### config.mk
export PLATFORM = sky130hd
export DESIGN_NAME = ir_distance_linearizer_unit
export DESIGN_NICKNAME = d
export VERILOG_FILES = /design/src/hdl/irdl_pkg.sv /design/src/hdl/irdl_seg_lookup.sv /design/src/hdl/irdl_div_fix.sv /design/src/hdl/ir_distance_linearizer_unit.sv
export SDC_FILE = /design/constraint.sdc
export NUM_CORES = 1
export LEC_CHECK = 0
export CORE_ASPECT_RATIO = 1.2
export CORE_MARGIN = 4
export CORE_UTILIZATION = 52
export CTS_CLUSTER_DIAMETER = 120
export DETAILED_ROUTE_END_ITERATION = 7
export DONT_BUFFER_PORTS = 1
export PLACE_DENSITY = 0.66
export SLEW_MARGIN = 25
export SYNTH_ARGS = -nofsm -noshare
export SYNTH_HDL_FRONTEND = slang
export SYNTH_SLANG_ARGS = --single-unit
export TNS_END_PERCENT = 30
### constraint.sdc
create_clock -name clk -period 15.92 [get_ports clk]
set_input_delay 2.388 -clock clk [delete_from_list [all_inputs] [get_ports clk]]
set_output_delay 2.388 -clock clk [all_outputs]
set_load 0.05 [all_outputs]
### src/hdl/irdl_pkg.sv
package irdl_pkg;

  // Table size and field widths.
  localparam int TABLE_POINTS = 13;
  localparam int SAMPLE_W     = 9;
  localparam int DIST_W       = 10;
  localparam int CODE_W       = 2;
  localparam int DEN_W        = 9;
  localparam int RISE_W       = 10;
  localparam int NUM_W        = DEN_W + RISE_W;
  localparam int Q_W          = NUM_W;
  localparam int RECIP_SHIFT  = NUM_W;
  localparam int RECIP_W      = RECIP_SHIFT + 1;
  localparam int PROD_W       = NUM_W + RECIP_W;
  localparam int QD_W         = Q_W + DEN_W;
  localparam int SUM_W        = Q_W + 1;
  localparam int SEGS         = TABLE_POINTS - 1;
  localparam int SEG_W        = (SEGS > 1) ? $clog2(SEGS) : 1;

  // Falling voltage points and rising distance points.
  localparam logic [SAMPLE_W-1:0] VOLT_PTS [TABLE_POINTS] = '{
    9'd315, 9'd295, 9'd273, 9'd231, 9'd164, 9'd131, 9'd108,
    9'd92, 9'd74, 9'd61, 9'd52, 9'd45, 9'd40
  };
  localparam logic [DIST_W-1:0] DIST_PTS [TABLE_POINTS] = '{
    10'd60, 10'd70, 10'd80, 10'd100, 10'd150, 10'd200, 10'd250,
    10'd300, 10'd400, 10'd500, 10'd600, 10'd700, 10'd800
  };

  // Per-segment voltage span, distance rise and floor(2^RECIP_SHIFT / span).
  localparam logic [DEN_W-1:0] SEG_DEN [SEGS] = '{
    9'd20, 9'd22, 9'd42, 9'd67, 9'd33, 9'd23, 9'd16, 9'd18, 9'd13, 9'd9, 9'd7, 9'd5
  };
  localparam logic [RISE_W-1:0] SEG_RISE [SEGS] = '{
    10'd10, 10'd10, 10'd20, 10'd50, 10'd50, 10'd50, 10'd50,
    10'd100, 10'd100, 10'd100, 10'd100, 10'd100
  };
  localparam logic [RECIP_W-1:0] SEG_RECIP [SEGS] = '{
    20'd26214, 20'd23831, 20'd12483, 20'd7825, 20'd15887, 20'd22795,
    20'd32768, 20'd29127, 20'd40329, 20'd58254, 20'd74898, 20'd104857
  };

  typedef enum logic [CODE_W-1:0] {
    RANGE_IN   = 2'd0,
    RANGE_NEAR = 2'd1,
    RANGE_FAR  = 2'd2
  } range_code_t;

  // What the segment lookup hands to the arithmetic stages.
  typedef struct packed {
    logic [DIST_W-1:0]   base;
    logic [SAMPLE_W-1:0] delta;
    logic [SEG_W-1:0]    seg;
    range_code_t         code;
  } seg_info_t;

endpackage

### src/hdl/irdl_seg_lookup.sv
module irdl_seg_lookup (
  input  logic [irdl_pkg::SAMPLE_W-1:0] sample,
  output irdl_pkg::seg_info_t           info
);

  // Clamp, exact match or bracketing segment. For anything but a strict
  // interior sample the offset is zero, so the quotient later is zero too.
  always_comb begin
    logic exact;
    exact      = 1'b0;
    info.base  = irdl_pkg::DIST_PTS[irdl_pkg::TABLE_POINTS-1];
    info.delta = '0;
    info.seg   = '0;
    info.code  = irdl_pkg::RANGE_IN;
    if (sample > irdl_pkg::VOLT_PTS[0]) begin
      info.base = irdl_pkg::DIST_PTS[0];
      info.code = irdl_pkg::RANGE_NEAR;
    end else if (sample < irdl_pkg::VOLT_PTS[irdl_pkg::TABLE_POINTS-1]) begin
      info.code = irdl_pkg::RANGE_FAR;
    end else begin
      for (int i = 0; i < irdl_pkg::TABLE_POINTS; i++) begin
        if (sample == irdl_pkg::VOLT_PTS[i]) begin
          exact     = 1'b1;
          info.base = irdl_pkg::DIST_PTS[i];
        end
      end
      if (!exact) begin
        for (int i = 0; i < irdl_pkg::SEGS; i++) begin
          if (irdl_pkg::VOLT_PTS[i] > sample && sample > irdl_pkg::VOLT_PTS[i+1]) begin
            info.base  = irdl_pkg::DIST_PTS[i];
            info.delta = irdl_pkg::VOLT_PTS[i] - sample;
            info.seg   = irdl_pkg::SEG_W'(i);
          end
        end
      end
    end
  end

endmodule

### src/hdl/irdl_div_fix.sv
module irdl_div_fix (
  input  logic [irdl_pkg::Q_W-1:0]   q_est,
  input  logic [irdl_pkg::NUM_W-1:0] num,
  input  logic [irdl_pkg::SEG_W-1:0] seg,
  output logic [irdl_pkg::Q_W-1:0]   q
);

  logic [irdl_pkg::DEN_W-1:0] den;
  logic [irdl_pkg::QD_W-1:0]  qd;
  logic [irdl_pkg::QD_W-1:0]  rem;

  // The reciprocal estimate is low by at most one; one compare fixes it.
  always_comb begin
    den = irdl_pkg::SEG_DEN[seg];
    qd  = irdl_pkg::QD_W'(q_est) * irdl_pkg::QD_W'(den);
    rem = irdl_pkg::QD_W'(num) - qd;
    if (rem >= irdl_pkg::QD_W'(den)) begin
      q = q_est + irdl_pkg::Q_W'(1);
    end else begin
      q = q_est;
    end
  end

endmodule

### src/hdl/ir_distance_linearizer_unit.sv
// Infrared distance linearizer.
// The input channel takes one 9-bit voltage sample (10 mV units) per beat.
// The result channel returns one beat per sample: the distance in mm,
// linearly interpolated over a fixed 13-point table with the quotient
// truncated, and a range code (in table, too near, too far). Samples above
// the top voltage give the nearest distance, below the bottom the farthest.
// The pipeline has five register stages: segment lookup, offset times rise,
// times the segment reciprocal, remainder correction, and add with
// saturation; out_valid is the valid bit of the fifth stage. Throughput is
// one sample per cycle while the receiver does not stall; the three
// multipliers each sit in a stage of their own and set the depth.
// Each stage holds a valid bit. When the receiver stalls, a full stage
// holds its beat, in_ready drops once every stage is full, and nothing is
// lost or repeated. Synchronous reset clears all valid bits; nothing else
// needs clearing since the block keeps no state between samples.
module ir_distance_linearizer_unit (
  input  logic                          clk,
  input  logic                          rst_n,
  input  logic                          in_valid,
  output logic                          in_ready,
  input  logic [irdl_pkg::SAMPLE_W-1:0] in_sample_centivolts,
  output logic                          out_valid,
  input  logic                          out_ready,
  output logic [irdl_pkg::DIST_W-1:0]   out_distance_mm,
  output logic [irdl_pkg::CODE_W-1:0]   out_range_code
);

  irdl_pkg::seg_info_t seg_nxt;
  irdl_pkg::seg_info_t seg1_r;
  logic v1_r, v2_r, v3_r, v4_r, v5_r;
  logic rdy1, rdy2, rdy3, rdy4, rdy5;

  logic [irdl_pkg::NUM_W-1:0]   num_nxt, num2_r, num3_r;
  logic [irdl_pkg::DIST_W-1:0]  base2_r, base3_r, base4_r;
  logic [irdl_pkg::SEG_W-1:0]   seg2_r, seg3_r;
  irdl_pkg::range_code_t        code2_r, code3_r, code4_r, code5_r;
  logic [irdl_pkg::PROD_W-1:0]  prod;
  logic [irdl_pkg::Q_W-1:0]     qest_nxt, qest3_r;
  logic [irdl_pkg::Q_W-1:0]     q_nxt, q4_r;
  logic [irdl_pkg::SUM_W-1:0]   sum;
  logic [irdl_pkg::DIST_W-1:0]  dist_nxt, dist5_r;

  // Stall chain: a stage loads when it is empty or its beat moves on.
  assign rdy5     = !v5_r || out_ready;
  assign rdy4     = !v4_r || rdy5;
  assign rdy3     = !v3_r || rdy4;
  assign rdy2     = !v2_r || rdy3;
  assign rdy1     = !v1_r || rdy2;
  assign in_ready = rdy1;

  always_ff @(posedge clk) begin
    if (!rst_n) begin
      v1_r <= 1'b0;
      v2_r <= 1'b0;
      v3_r <= 1'b0;
      v4_r <= 1'b0;
      v5_r <= 1'b0;
    end else begin
      if (rdy1) v1_r <= in_valid;
      if (rdy2) v2_r <= v1_r;
      if (rdy3) v3_r <= v2_r;
      if (rdy4) v4_r <= v3_r;
      if (rdy5) v5_r <= v4_r;
    end
  end

  // Stage 1: segment lookup.
  irdl_seg_lookup u_lookup (
    .sample (in_sample_centivolts),
    .info   (seg_nxt)
  );

  always_ff @(posedge clk) begin
    if (rdy1) seg1_r <= seg_nxt;
  end

  // Stage 2: numerator, offset times the segment's distance rise.
  assign num_nxt = irdl_pkg::NUM_W'(seg1_r.delta) *
                   irdl_pkg::NUM_W'(irdl_pkg::SEG_RISE[seg1_r.seg]);

  always_ff @(posedge clk) begin
    if (rdy2) begin
      num2_r  <= num_nxt;
      base2_r <= seg1_r.base;
      seg2_r  <= seg1_r.seg;
      code2_r <= seg1_r.code;
    end
  end

  // Stage 3: quotient estimate by the segment reciprocal.
  assign prod     = irdl_pkg::PROD_W'(num2_r) *
                    irdl_pkg::PROD_W'(irdl_pkg::SEG_RECIP[seg2_r]);
  assign qest_nxt = prod[irdl_pkg::RECIP_SHIFT +: irdl_pkg::Q_W];

  always_ff @(posedge clk) begin
    if (rdy3) begin
      qest3_r <= qest_nxt;
      num3_r  <= num2_r;
      base3_r <= base2_r;
      seg3_r  <= seg2_r;
      code3_r <= code2_r;
    end
  end

  // Stage 4: remainder correction.
  irdl_div_fix u_fix (
    .q_est (qest3_r),
    .num   (num3_r),
    .seg   (seg3_r),
    .q     (q_nxt)
  );

  always_ff @(posedge clk) begin
    if (rdy4) begin
      q4_r    <= q_nxt;
      base4_r <= base3_r;
      code4_r <= code3_r;
    end
  end

  // Stage 5: add the base distance and saturate to the output width.
  assign sum = irdl_pkg::SUM_W'(base4_r) + irdl_pkg::SUM_W'(q4_r);
  always_comb begin
    if (sum > irdl_pkg::SUM_W'({irdl_pkg::DIST_W{1'b1}})) begin
      dist_nxt = {irdl_pkg::DIST_W{1'b1}};
    end else begin
      dist_nxt = sum[irdl_pkg::DIST_W-1:0];
    end
  end

  always_ff @(posedge clk) begin
    if (rdy5) begin
      dist5_r <= dist_nxt;
      code5_r <= code4_r;
    end
  end

  assign out_valid       = v5_r;
  assign out_distance_mm = dist5_r;
  assign out_range_code  = code5_r;

  // A too-near result always carries the nearest distance.
  a_near_dist: assert property (@(posedge clk) disable iff (!rst_n)
    (out_valid && out_range_code == irdl_pkg::RANGE_NEAR) |->
      out_distance_mm == irdl_pkg::DIST_PTS[0])
    else $error("too-near result with wrong distance");

  // A too-far result always carries the farthest distance.
  a_far_dist: assert property (@(posedge clk) disable iff (!rst_n)
    (out_valid && out_range_code == irdl_pkg::RANGE_FAR) |->
      out_distance_mm == irdl_pkg::DIST_PTS[irdl_pkg::TABLE_POINTS-1])
    else $error("too-far result with wrong distance");

  // A stalled first stage keeps its beat.
  a_s1_hold: assert property (@(posedge clk) disable iff (!rst_n)
    (v1_r && !rdy2) |=> (v1_r && $stable(seg1_r)))
    else $error("stage one beat changed during a stall");

  // The corrected quotient never exceeds its numerator.
  a_q_bound: assert property (@(posedge clk) disable iff (!rst_n)
    v3_r |-> q_nxt <= num3_r)
    else $error("quotient larger than numerator");

endmodule
==> Word-level counts from Yosys, hierarchy flattened <==
Memories as Yosys holds them, arrays and structs flattened.
Cells that the tools add are included.
{ "word_totals": {"register_bits": 162, "n_memories": 3, "rom_bits": 624, "out_inout_bits": 14} }
{ "mem_list": {"columns": ["name", "words", "width", "read_ports", "rd_clocked_by_memory_dff", "write_ports", "line_no", "source"], "rows": [
  ["(no name shown)", 16, 20, 1, 0, 0, "ir_distance_linearizer_unit.sv:92", "irdl_pkg::PROD_W'(irdl_pkg::SEG_RECIP[seg2_r]);"],
  ["(no name shown)", 16, 10, 1, 0, 0, "ir_distance_linearizer_unit.sv:79", "irdl_pkg::NUM_W'(irdl_pkg::SEG_RISE[seg1_r.seg]);"],
  ["(no name shown)", 16, 9, 1, 0, 0, "irdl_div_fix.sv:14", "den = irdl_pkg::SEG_DEN[seg];"]
]} }
{ "classes": {"n_mul": 3, "addsub": 15, "eq_ne": 13, "n_bitwise": 3, "reduce_logical": 25, "magnitude_cmp": 31, "mux": 50} }
{ "op_table": {"columns": ["op", "count"], "rows": [
  ["$mux 23", 14],
  ["$mux 10", 15],
  ["$mux 20", 2],
  ["$mul 19x20->38", 1],
  ["$eq 9x6->1 const B", 4],
  ["$gt 9x6->1 const B", 4],
  ["$ge 28x9->1", 1],
  ["$mul 19x9->28", 1],
  ["$sub 19x28->28", 1],
  ["$eq 9x7->1 const B", 3],
  ["$eq 9x8->1 const B", 3],
  ["$eq 9x9->1 const B", 3],
  ["$gt 6x9->1 const A", 3],
  ["$gt 7x9->1 const A", 3],
  ["$gt 8x9->1 const A", 3],
  ["$gt 9x7->1 const B", 3],
  ["$gt 9x8->1 const B", 3],
  ["$gt 9x9->1 const A", 3],
  ["$gt 9x9->1 const B", 3],
  ["$sub 6x9->9 const A", 3],
  ["$sub 7x9->9 const A", 3],
  ["$sub 8x9->9 const A", 3],
  ["$sub 9x9->9 const A", 3],
  ["$add 10x19->20", 1],
  ["other kinds (16)", 54]
]} }

==> Logic depth before layout (Yosys ltp) <==
Gate-level depths: netlist of the first run.
{ "depth": {"depth_word": 28, "ltp_mapped": 30, "mapped_depth_nobuf": 28} }

==> Modules after synthesis <==
From an unflattened synthesis of the first run, not the netlist that was laid out.
{ "unflattened": {"cells_unflattened": 2812, "area_unflattened_um2": 26282.7} }
{ "modules_own_cells": {"columns": ["module", "area_per_inst_um2", "cells_per_inst", "seq_area_each_um2", "n_inst"], "rows": [
  ["ir_distance_linearizer_unit", 17494.3, 1654, 4694.5, 1],
  ["irdl_div_fix", 6294.8, 781, 0.0, 1],
  ["irdl_seg_lookup", 2493.6, 377, 0.0, 1]
]} }

==> Worst setup path before layout of the first run <==
OpenSTA, ideal clock, no wires.
{ "synth_timing": {"kind": "register to register", "startpoint": "register seg2_r[1] (netlist bit)", "endpoint": "register qest3_r[17] (netlist bit), data pin", "n_path_buf": 1, "t_required_ns": 15.662, "synth_period_minus_slack_ns": 7.202, "path_slack_ns": 8.718, "t_arrival_ns": 6.944, "path_stages_with_launch": 30, "path_cell_list": "edfxtp_1 inv_1 ha_1 inv_1 a21oi_1 o21ai_1 clkbuf_1 nand2_1 fa_1 inv_1 fa_1 inv_1 fa_1 inv_1 fa_1 inv_1 fa_1 inv_1 fa_1 ha_1 nand2_1 nor3_1 nand2_1 o21ai_0 a21oi_1 a2111oi_0 o21a_1 o21a_1 nor2_1 xnor2_1"} }
{ "synth_via": {"elab_chain_len": 5} }
{ "synth_rtl": {"columns": ["item", "line_no", "source"], "rows": [
  ["start: declaration", "ir_distance_linearizer_unit.sv:35", "logic [irdl_pkg::SEG_W-1:0] seg2_r, seg3_r;"],
  ["start signal: assignment", "ir_distance_linearizer_unit.sv:85", "seg2_r <= seg1_r.seg;"],
  ["$not 4->5 (implied by the code)", "ir_distance_linearizer_unit.sv:92", null],
  ["$mem_v2 16x20", null, null],
  ["$mux 20 (implied by the code) (2 in series)", "ir_distance_linearizer_unit.sv:92", null],
  ["$mul 19x20->38", "ir_distance_linearizer_unit.sv:91", "assign prod = irdl_pkg::PROD_W'(num2_r) *"],
  ["net prod, one bit", "ir_distance_linearizer_unit.sv:37", "logic [irdl_pkg::PROD_W-1:0] prod;"],
  ["end signal: assignment", "ir_distance_linearizer_unit.sv:97", "qest3_r <= qest_nxt;"],
  ["end: declaration", "ir_distance_linearizer_unit.sv:38", "logic [irdl_pkg::Q_W-1:0] qest_nxt, qest3_r;"]
]} }
The timed path passes the listed nets, and every way through them passes these cells. The select of a mux whose other input is x is not followed.
A chain may end at the register's enable or synchronous reset.

==> Final worst setup path of the first run <==
Same ends and word-level chain as after synthesis.

==> results.yml, run 1 <==
cells_and_area:
  synthToLayoutAreaGrowth_pct: 4.66
  layout_common_cells: "516 x inv_1, 356 x nand2_1, 356 x fa_1"
  final_common_cell: "inv_1"
  drive_gt1_share_pct: 2.93
  fin_util_pct: 55.4
  nets: 3335
  diodes: 0
timing:
  rsz0062_at_grt: "false"
  hold_viol: 0
  finalSetupTns_ns: 0
  clock_skew_ns: 0.0126
  period_share_pct: 54.8
  fmax_mhz: 115
  finalSetupViolCount: 0
  relSlewSlack_pct: 33.3
  worst_slew_pin_slew_ns: 1.00
  drv_slew: 0
  period_minus_slack_ns: 8.72
floorplan:
  die_x_um: 208
  die_h_um: 249
  coreArea_um2: 47400
  dieArea_um2: 51800
  initial_core_util_pct: 52.9
  ioPinCount: 27
  rows: 87
logic_synthesis:
  synth_top_area_cell: "fa_1"
  ys_types: 82
  synth_area_leaders: "fa_1 28%, edfxtp_1 18%, ha_1 14%, inv_1 7.7%, nand2_1 5.3%"
  synthSimpleGateAreaFrac_pct: 17.4
  ys_ff_latch: 154
  yosysTopAreaCellShare_pct: 28.4
  synth_nets: 3396
  async_flop_share_pct: 0
  syn_avg_cell_area_um2: 9.13
  synth_mux_area_share_pct: 0.664
  ys_seq_area_share_pct: 18.2
  synthFlopType: "edfxtp_1"
  synthesis.instances: 2745
  synth_compound_area_share_pct: 10.0
  synth_area_um2: 25100
  synth_top_family_by_area: "adder cells"
  yosysWarnings: 0
  synthAdderAreaFrac_pct: 42.5
  synth-xor-area-share_pct: 1.85
  synth-edff-count: 149
setup_path:
  rrSetupSlack_ns: 7.20
  rr_startpoint: "seg2_r[1]$_DFFE_PP_"
  critPathMostFrequentCell: "fa_1"
  r2r_end: "qest3_r[17]$_DFFE_PP_"
  required_ns: 16.13
  critical_path_depth: 25
  crit_path_max_incr_delay_ns: 0.89
  crit_path_end_kind: "flop"
  worstPathMaxFanout: 19
  worstPathArrival_ns: 8.93
  cp_num_buf_inv: 4
  crit_slowest_cell: "a2111oi_0"
  critPathTopFamily: "compound AO/OA/AOI/OAI gates"
  critPathKind: "flop to flop"
  start_kind: "flop"
  r2r_cells: 25
grt:
  grt_max_degree: 52
  grt_pass1_wl_um: 103000
  grt_pass1_vias: 20000
  antenna_found_initial: 0
  overflow: 0
  grt_usage_pct: 24.5
worst_hold_path:
  hp-start: "seg1_r[19]$_SDFFCE_PP1P_"
  whs_path_depth: 0
  whs_endpoint: "base2_r[4]$_DFFE_PP_"
  min-delay-path-class: "flop to flop"
drt:
  avgViaCountPerCell: 5.69
  vias: 18900
  drc: 0
  drt_iter0_drc: 1298
  drt-total-wl_um: 62600
  ant_nets: 0
  wl_per_cell_um: 18.9
  first_pass_iters: 5
clock_network:
  h-tree-depth: 4
  cts.path.max_buffers: 2
  clk_latency_ns: 0.45
  postCtsResizedCells: 0
  cts_setup_buffers: 0
  cts_sinks: 154
  root_buffer: "clkbuf_16"
  clk_pin_slew_ns: 0.06
  cts_tree: "built"
  hold_buffers: 0
  cts_buffers: 17
run_status:
  status: "complete, no violations"
placement:
  numPortBuffers: 0
  post-dp-hpwl_um: 50500
  place_congestion: 0.916
job:
  maxCapViolCount: 0
-- through the flow --
stage                     worst slack, ns  hold slack (ns)  instance area, um2  instances
after detailed placement             7.17            0.406               25600       3288
after floorplan                      8.72            0.400               25100       2745
after global placement               7.44            0.405               25600       3288
after global routing                 6.53            0.429               26200       3320
after CTS                            7.17            0.420               26200       3320
final                                7.20            0.417               26200       3320
-- cells by family after synthesis --
kind of cell | after synthesis
AOI/OAI and AO/OA | 378
xor gates and xnor gates | 53
adders and majority gates | 638
buffers and inverters | 617
DFF | 154
muxes | 16
other | 1
and+or+nand+nor | 888
-- flip-flops by register name, indices dropped and copies added (netlist names), 2 cells and up --
register and count:
code3_r 2, base4_r 9, q4_r 19, base3_r 9, qest3_r 19, base2_r 9, num3_r 17, code4_r 2
seg1_r 24, num2_r 17, seg3_r 4, out_distance_mm 10, out_range_code 2, seg2_r 4, code2_r 2
-- layout make-up --
cell class	count	area (um2)
well taps	623	779
clock buffers	18	429
clock inverters	14	186
fillers	4268	21100
multi-input cells	1974	18200
flip-flops and latches	154	4570
inverters	518	1940
repair buffers	19	143
-- cell usage after synthesis, types with 6 or more instances --
cell type / number
a211o_1: 6
clkbuf_1: 87
a21oi_1: 101
nor2_1: 120
mux2i_1: 11
o211ai_1: 23
or2_2: 8
and3_1: 29
or4_1: 12
a311oi_1: 6
o21a_1: 21
o2111ai_1: 9
o22ai_1: 10
and2_1: 164
o21ai_0: 56
xor2_1: 15
a21boi_0: 7
nand4_1: 24
edfxtp_1: 149
a21o_1: 27
fa_1: 356
nor3b_1: 6
xnor2_1: 38
a31oi_1: 16
inv_1: 517
o21bai_1: 15
nor2b_1: 45
nor3_1: 26
ha_1: 282
a211oi_1: 17
o21ai_1: 9
nand2_1: 357
nand3_1: 33
nor4_1: 9
or3_1: 14
nand2b_1: 24
-- worst max path at each step --
stage | start | endpoint | slack, ns
6_report | seg2_r[1]$_DFFE_PP_ | qest3_r[17]$_DFFE_PP_ | 7.20
5_1_grt | seg2_r[1]$_DFFE_PP_ | qest3_r[17]$_DFFE_PP_ | 6.53
4_1_cts | seg2_r[1]$_DFFE_PP_ | qest3_r[17]$_DFFE_PP_ | 7.17
3_5_place_dp | seg2_r[1]$_DFFE_PP_ | qest3_r[17]$_DFFE_PP_ | 7.17
3_3_place_gp | seg2_r[1]$_DFFE_PP_ | qest3_r[17]$_DFFE_PP_ | 7.44
2_1_floorplan | seg2_r[1]$_DFFE_PP_ | qest3_r[17]$_DFFE_PP_ | 8.72
-- per-layer routing --
metal	share of wire (%)	wire, um	global-route usage, %
met4	3.8	2360	9.16
met3	4.9	3070	3.08
met1	40	25200	30.6
met2	51	31900	43.5
met5	0	0	0
Power of run 1 is left out: the tool's default activity adds up to more than one toggle a clock period on the data nets, which glitch-free logic cannot reach.
==> inputs of run 2 (changes only) <==
- clock period: 15.92 -> 8.9 ns (I/O delays scaled with it)
==> run 2 against run 1 <==
Utilization up 0.15 points. Fmax up 8.0%. Final area is 0.26% higher. Clock skew rose by 0.0076 ns. Critical path type unchanged.
==> results.yml, run 2 (same netlist as run 1, synthesis figures left out) <==
setup_path:
  worstPathArrival_ns: 8.28
  critPathKind: "flop to flop"
  rr_startpoint: "seg2_r[3]$_DFFE_PP_"
  rrSetupSlack_ns: 0.83
  r2r_cells: 25
  crit_path_end_kind: "flop"
  required_ns: 9.10
  crit_path_start: "seg2_r[3]$_DFFE_PP_"
  worstPathMaxFanout: 19
  start_kind: "flop"
  r2r_end: "qest3_r[18]$_DFFE_PP_"
cells_and_area:
  drive_gt1_share_pct: 3.25
  nets: 3343
  synthToLayoutAreaGrowth_pct: 4.94
  postLayoutCellArea_um2: 26300
  layout_common_cells: "516 x inv_1, 356 x nand2_1, 356 x fa_1"
  largest_reg_flops: 24
  fill_cells: 4275
  diodes: 0
  largestRegisters: "seg1_r: 24 flops, q4_r: 19 flops, qest3_r: 19 flops"
  top_register: "seg1_r"
  final_common_cell: "inv_1"
clock_network:
  h-tree-depth: 4
  clk_pin_slew_ns: 0.07
  cts_setup_buffers: 0
  root_buffer: "clkbuf_16"
  cts_sinks: 154
  cts_buffers: 17
  postCtsResizedCells: 0
  clk_latency_ns: 0.46
  cts_tree: "built"
  cts.path.max_buffers: 2
  hold_buffers: 0
floorplan:
  ioPinCount: 27
  initial_core_util_pct: 52.9
  die_h_um: 249
  dieArea_um2: 51800
  rows: 87
  coreArea_um2: 47400
  die_x_um: 208
placement:
  place_ws_ns: 0.810
  post-dp-hpwl_um: 51500
  place_congestion: 0.957
  numPortBuffers: 0
  dpl_cell_area_um2: 25700
grt:
  grt_usage_pct: 25.4
  grt_max_degree: 52
  antenna_found_initial: 1
  grt_pass1_wl_um: 106000
  overflow: 0
  grt_pass1_vias: 20100
job:
  maxCapViolCount: 0
worst_hold_path:
  whs_path_depth: 0
  hp-start: "base2_r[5]$_DFFE_PP_"
  min-delay-path-class: "flop to flop"
  whs_endpoint: "base3_r[5]$_DFFE_PP_"
timing:
  finalSetupTns_ns: 0
  finalSetupViolCount: 0
  fmax_mhz: 124
  period_minus_slack_ns: 8.07
  relSlewSlack_pct: 31.6
  period_share_pct: 90.7
  rsz0062_at_grt: "false"
  drv_slew: 0
  worst_slew_pin_slew_ns: 1.02
  clock_skew_ns: 0.0203
  hold_ws_ns: 0.412
  hold_viol: 0
  setup_ws_ns: 0.825
drt:
  first_pass_iters: 6
  vias: 19100
  drc: 0
  drt_iter0_drc: 1380
  avgViaCountPerCell: 5.75
  drt-total-wl_um: 64500
  wl_per_cell_um: 19.4
  ant_nets: 0
run_status:
  status: "complete, no violations"
run 2: cell types whose count changed in the layout (fill, tap and decap cells not counted), sizes merged:
cell,change
inv,+2
clkinvlp,-3
clkbuf,-1
buf,+8
bufinv,-2
clkinv,+4
run 2: cell type report:
cell class	instances	area (um2)	area share [%]
clock buffers	17	425	1.62
flip-flops and latches	154	4570	17.4
multi-input cells	1974	18200	69.1
repair buffers	27	203	0.770
clock inverters	15	199	0.756
well taps	623	779	2.96
inverters	518	1940	7.39
run 2: worst max-delay path, stage by stage (launching register included):
cell       delay, ns
edfxtp_1        0.66
nor2_1          0.48
nand2_1         0.18
nand2_1         0.60
nand2_1         0.18
fa_1            0.57
inv_1           0.07
fa_1            0.53
inv_1           0.06
fa_1            0.48
fa_1            0.54
inv_1           0.05
fa_1            0.46
fa_1            0.49
ha_1            0.32
o21ai_0         0.20
o21ai_0         0.14
a311oi_1        0.27
o21ai_0         0.12
buf_4           0.19
a21oi_1         0.34
a2111oi_0       0.23
o21a_1          0.24
o21a_1          0.19
nor2_1          0.15
nor2b_1         0.07
run 2: through the flow:
stage               utilization [%]  cells
finish                         55.6   3328
global placement               54.2   3296
detailed placement             54.2   3296
CTS                            55.6   3328
floorplan                         -   2745
global route                   55.6   3328
run 2: worst max path at each step:
stage	end	slack [ns]
6_report	qest3_r[18]$_DFFE_PP_	0.83
5_1_grt	qest3_r[17]$_DFFE_PP_	0.24
4_1_cts	qest3_r[18]$_DFFE_PP_	0.78
3_5_place_dp	qest3_r[18]$_DFFE_PP_	0.81
3_3_place_gp	qest3_r[17]$_DFFE_PP_	0.89
2_1_floorplan	qest3_r[17]$_DFFE_PP_	1.70
run 2: routing by layer:
| metal | GRT usage [%] | wire length [um] | up-vias |
|---|---|---|---|
| met5 | 0 | 17 | - |
| met4 | 10.9 | 3080 | 2 |
| met3 | 2.71 | 3520 | 180 |
| met2 | 43.7 | 31700 | 670 |
| met1 | 32.7 | 26200 | 9494 |
| li1 | - | - | 8787 |
Power of run 2 is left out for the same reason.
